$ cat src/design/grc_row_mem.sv
// ----------------------------------------------------------------------------
// grc_row_mem: grid row memory
// One row of cells per entry, one read and one write port, registered read.
// A row never written since reset reads as all free through its valid bit.
// ----------------------------------------------------------------------------
module grc_row_mem #(
  parameter int unsigned DEPTH = 32,
  parameter int unsigned WIDTH = 128,
  parameter int unsigned AW    = 5
) (
  input  logic             clk_i,
  input  logic             rst_ni,
  input  logic             rd_en_i,
  input  logic [AW-1:0]    rd_addr_i,
  output logic [WIDTH-1:0] rd_data_o,
  input  logic             wr_en_i,
  input  logic [AW-1:0]    wr_addr_i,
  input  logic [WIDTH-1:0] wr_data_i
);

  logic [WIDTH-1:0] mem [DEPTH];
  logic [DEPTH-1:0] vld_q;
  logic [WIDTH-1:0] rd_q;
  logic             rd_vld_q;

  always_ff @(posedge clk_i) begin
    if (wr_en_i) begin
      mem[wr_addr_i] <= wr_data_i;
    end
    if (rd_en_i) begin
      rd_q <= mem[rd_addr_i];
    end
  end

  always_ff @(posedge clk_i or negedge rst_ni) begin
    if (!rst_ni) begin
      vld_q    <= '0;
      rd_vld_q <= 1'b0;
    end else begin
      if (wr_en_i) begin
        vld_q[wr_addr_i] <= 1'b1;
      end
      if (rd_en_i) begin
        rd_vld_q <= vld_q[rd_addr_i];
      end
    end
  end

  // Unwritten rows read as free
  assign rd_data_o = rd_vld_q ? rd_q : '0;

endmodule

$ cat config.mk
export PLATFORM = sky130hd
export DESIGN_NAME = grc_row_mem
export DESIGN_NICKNAME = d
export VERILOG_FILES = /design/src/design/grc_row_mem.sv
export SDC_FILE = /design/constraint.sdc
export NUM_CORES = 2
export LEC_CHECK = 0
export BUFFER_PORTS_ARGS = -buffer_cell sky130_fd_sc_hd__buf_2
export CORE_ASPECT_RATIO = 1.2
export CORE_MARGIN = 3
export CORE_UTILIZATION = 55
export DETAILED_ROUTE_END_ITERATION = 16
export GPL_TIMING_DRIVEN = 1
export PLACE_DENSITY = 0.77
export RECOVER_POWER = 100
export SLEW_MARGIN = 40
export SYNTH_ARGS = -nofsm -noshare
export SYNTH_HDL_FRONTEND = slang
export SYNTH_SLANG_ARGS = --single-unit
$ cat constraint.sdc
create_clock -name clk_i -period 2.2 [get_ports clk_i]
set_input_delay 0.44 -clock clk_i [delete_from_list [all_inputs] [get_ports clk_i]]
set_output_delay 0.44 -clock clk_i [all_outputs]
set_load 0.02 [all_outputs]
* Yosys cells after proc, flatten, opt, wreduce, memory -nomap -nowiden *
Memory sizes are Yosys's and may differ from the RTL's. A register that Yosys moved wholly into a read port is not among the register bits.
Index checks and enable logic that the tools add are counted.

word-level totals
  memory bits (writable) = 4096
  bits of input ports = 142
  register bits = 33
  output and inout port bits = 128
  memories kept = 1

operators by class
  multiplexer cells = 7
  magnitude comparators = 3
  bitwise gates (word level) = 1
  reduce and logical (&&, ||, !) cells = 1

memory list
  name  words  width  rd ports  clocked after Yosys merged registers in  wr ports  RTL line  RTL
  mem   32     128    1         1                                        1         21        logic [WIDTH-1:0] mem [DEPTH];

operators by type and width
  kind                  count
  $mux W128             1
  $or A32 B32 Y32       1
  $lt A5 B6 Y1 const B  2
  $bmux W1 S5           1
  $demux W1 S5          1
  $ge A5 B1 Y1 const B  1
  $mux W1               4
  $logic_and A1 B1 Y1   1

* Depth between registers and ports, before layout *
  word-level depth = 5
  depth in mapped cells = 9
  depth with buffers taken out = 4

* Least setup slack after synthesis *
No wires, ideal clock.

  kind = in2reg
  start = input port wr_addr_i[0]
  end = register vld_q[12]
  cell stages on the path = 4
  path buffers = 1
  arrival = 7.024 ns
  setup slack = -4.923 ns
  cell sequence = or3b_2 clkbuf_1 nor2_1 or2_2

between the ends
  cells in the longest elaborated chain, start to end = 5

ends and longest elaborated chain
  item                                                                       RTL line  RTL
  start: declaration                                                         17        input logic [AW-1:0] wr_addr_i,
  $lt A5 B6 Y1 (not written as such) / $ge A5 B1 Y1 (equally long branches)  41        vld_q[wr_addr_i] <= 1'b1;
  $logic_and A1 B1 Y1 (not written as such)                                  41
  $mux W1 (not written as such)                                              41
  $demux W1 S5 *                                                             41
  $or A32 B32 Y32 (no line) *                                                n/a
  end signal: assignment                                                     37        vld_q <= '0;
  end signal: indexed assignment                                             41
  end: declaration                                                           22        logic [DEPTH-1:0] vld_q;

Mark *: on every way between the ends. The rest lies on a longest branch, timed or not.
A chain may end at the register's enable or synchronous reset.

* Worst setup path in the final report *
  start = register rd_vld_q
  end = output port rd_data_o[79]

between the ends
  cells in the longest elaborated chain, start to end = 1

ends and longest elaborated chain
  item                      RTL line  RTL
  start: declaration        24        logic rd_vld_q;
  start signal: assignment  44        rd_vld_q <= vld_q[rd_addr_i];
  $mux W128                 50        assign rd_data_o = rd_vld_q ? rd_q : '0;
  end: declaration          15        output logic [WIDTH-1:0] rd_data_o,

No other way between the ends.

==> results.md <==
* Total power at between 0.15 and 0.2 W
* Met1 Usage GRT at 0.396
* Die ar. at ~300000 um2
* Largest stage delay on the critical path at between 0.5 and 0.6 ns
* GRT busiest layer: met2
* Vias in the first global route at 82.8k
* Placed cells at between 10k and 15k
* Nets at 7524
* Worst-path fanout max at 31
* Reg2Reg Depth at 3
* Critical path data required time at about 1.8 ns
* Finish-stage setup viols at approximately 1.4k
* Clock Path Buffers at 4
* Fin. Hold Viols at 0
* Vias after detailed routing at 79.5k
* Avg Cell Area, Syn at between 20 and 30 um2
* Fmax at 0.380 GHz
* Setup slack after layout at -0.431 ns
* Mux share of post-synthesis cell area at 0.189
* All-Layer GR Usage at 0.308
* Power Density at a little over 900 nW/um2
* Post-layout util at 0.646
* Clock sinks at approximately 4.3k
* Largest area contributor in the synthesized netlist: edfxtp_1
* Synth Area in Compound Gates at 0.00104
* Adder-Cell Fraction of Synth Area at 0
* Layout cells sized above 1 at 0.373
* Synthesized Nets at approximately 6.4k
* Site Rows at 216
* Met2 global-route usage at 0.509
* Initial DRC count at roughly 13k
* Critical Path End Type: output pin
* Wire length per cell at between 30 and 40 um
* Number of remaining DRC errors at 0
* Worst Path Arrival at between 2 and 2.5 ns
* Synth Instances at around 6.2k
* Skew final at around 0.038 ns
* Remaining antenna violation count after routing at 0
* Critical Setup Path Class: reg -> out
* Outcome: complete, but fails checks
* Rel. slew slack at -0.0301
* Total CTS buffers at slightly below 400
* Post-route clock period utilization at 1.20
* Largest cells by area after synthesis: edfxtp_1 (79%), mux4_2 (18%), mux2_2 (0.95%)
* Pre-Repair DR Iteration Count at 8
* Die X at roughly 500 um
* Leakage at a little under 60 nW
* Total Wirelength at 458000 um
* Number of synthesized register bits at around 4.3k
* Met3 global-route usage at 0.0650
* Clock latency at the later pin of the worst-skew pair at 0.91 ns
* Peak supply drop at between 700 and 800 uV
* CTS tree: done
* Gpl congestion at around 0.80
* Total grt overflow at 0
* Yosys warns at 0
* Yosys cell types at 29
* Dominant combinational cell family by area after synthesis: multiplexers
* Top cell type's share of synthesized area at 0.788
* Post-route insts no fill at between 10k and 15k
* CP max stage cell: dfrtp_4
* Filler instances at between 15k and 20k
* Max-cap violations at 3
* Vias/cell at around 6.9
* Simple-gate share of the synthesized area at 0.00780
* CP startpoint kind: flop
* Largest net degree at the start of global routing at 62
* I/O pin count at 270
* Hold Crit Depth at 3
* Hold WC Path Type: in -> reg
* Mapped cell area at 161000 um2
* Clock tree root driver cell: clkbuf_16
* Clock-pin slew on the worst setup and hold paths at around 0.060 ns
* Minimum clock period at between 2 and 3 ns
* Syn-to-layout area delta at 16.3%
* Crit-path cells: buf_12, buf_16, and2_1, buf_4
* Failing checks: capacitance limit, slew limit, setup timing
* Worst slew pin tran at about 1.5 ns
* Initial antenna violation count at 41
* Post-Synth XOR/XNOR Area at 0
* RSZ-0062 raised after global routing: true
* DP Wirelength at 245000 um
* Initial core utilization at 0.555
* CORE AREA at between 200000 and 300000 um2
* Die Y at roughly 600 um
* Count of final max-slew check failures at 66
* Sequential fraction of the synthesis area at 0.794
* First-pass GRT wire length at 645000 um
* Depth of the CTS H-tree at 5
* IO Port Bufs at between 200 and 300
## layout by cell type (no fill, tap or decap), drive strengths merged, types with 16 or more instances in the layout
master          n
mux2i          24
diode          32
nor2           34
inv            16
mux4         1270
mux2          136
bufinv         61
clkinvlp       29
buf           600
clkinv        149
edfxtp       4224
clkbuf        840
or2            32
dlygate4sd3    84
dfrtp          33
and2          128
## report_power, final
group	internal, W	leakage, nW	switching (W)
Combinational	0.00469	14.8	0.00564
Clock	0.0403	6.34	0.0304
Sequential	0.0906	38.5	0.000632
## cells in the mapped netlist (all sizes together)
cell type  instances
edfxtp          4224
mux4            1270
clkbuf           169
buf              151
mux2             136
and2             128
nor2              34
dfrtp             33
or2               32
mux2i             24
a221o              8
o22ai              8
nand3b             5
nand2              4
nand3              3
or3b               3
inv                2
nand2b             2
a211o              1
a21oi              1
a32o               1
nor2b              1
nor3b              1
o21ai              1
o311ai             1
or3                1
## routing by layer
layer	routed length, um	up-vias
li1	-	29500
met1	148000	41700
met2	228000	6789
met3	53900	1457
met4	27200	16
met5	89	-
## metrics by stage
stage | TNS [ns] | worst slack [ns] | instance area, um2 | hold slack (ns)
floorplan | -5070.00 | -1.35 | 161000 | 0.144
global placement | -73.09 | -0.677 | 176000 | 0.408
detailed placement | -79.99 | -0.688 | 176000 | 0.415
CTS | -55.91 | -0.486 | 191000 | 0.00000988
global route | -104.72 | -0.457 | 187000 | 0.0966
finish | -134.58 | -0.431 | 187000 | 0.103
## what timing repair did
| action | in CTS | in global routing |
|---|---|---|
| gates resized for setup | 105 | 104 |
| setup endpoints to repair | 128 | 128 |
| buffers inserted | 5 | 1 |
| hold buffers | 84 | 0 |
| hold endpoints to repair | 1917 | 0 |
| gates cloned | 3 | 3 |
| pin swaps | 0 | 0 |
## sequential cells by signal, indices dropped and copies added (netlist names)
register	count
vld_q	32
rd_q	128
mem	4096
rd_vld_q	1
## logic make-up after synthesis
group / after synthesis
muxes: 1430
and+or+nand+nor: 214
AOI/OAI and AO/OA: 21
DFF: 4257
buffers and inverters: 322
## critical path, delay by kind of cell (launching register included)
family,cells,cell delay (ns)
buffers and inverters,3,0.51
AND/OR/NAND/NOR,1,0.17
flip-flops,1,0.56
## worst paths after layout
| path | from | to | slack (ns) |
|---|---|---|---|
| min in group asynchronous | rst_ni | vld_q[17] | 0.45 |
| worst min-delay path | rd_addr_i[4] | rd_q[32] | 0.10 |
| worst max register to register | mem[16][76] | rd_q[76] | 0.02 |
| max in group asynchronous | rst_ni | vld_q[10] | 0.48 |
| worst min register to register | vld_q[26] | vld_q[26] | 0.47 |
| worst max-delay path | rd_vld_q | rd_data_o[79] | -0.43 |
## cell type report
class                           instances  area [um2]  share of cell area
Antenna cell                           32        80.1            0.000428
Clock buffer                          458       10100              0.0543
Clock inverter                        253        2920              0.0156
Inverter                                2        7.51           0.0000401
Multi-Input combinational cell       1665       32000               0.171
Sequential cell                      4257      128000               0.682
Tap cell                             3815        4770              0.0255
Timing Repair Buffer                 1066        9520              0.0509
Power figures use the tool's default switching activity.
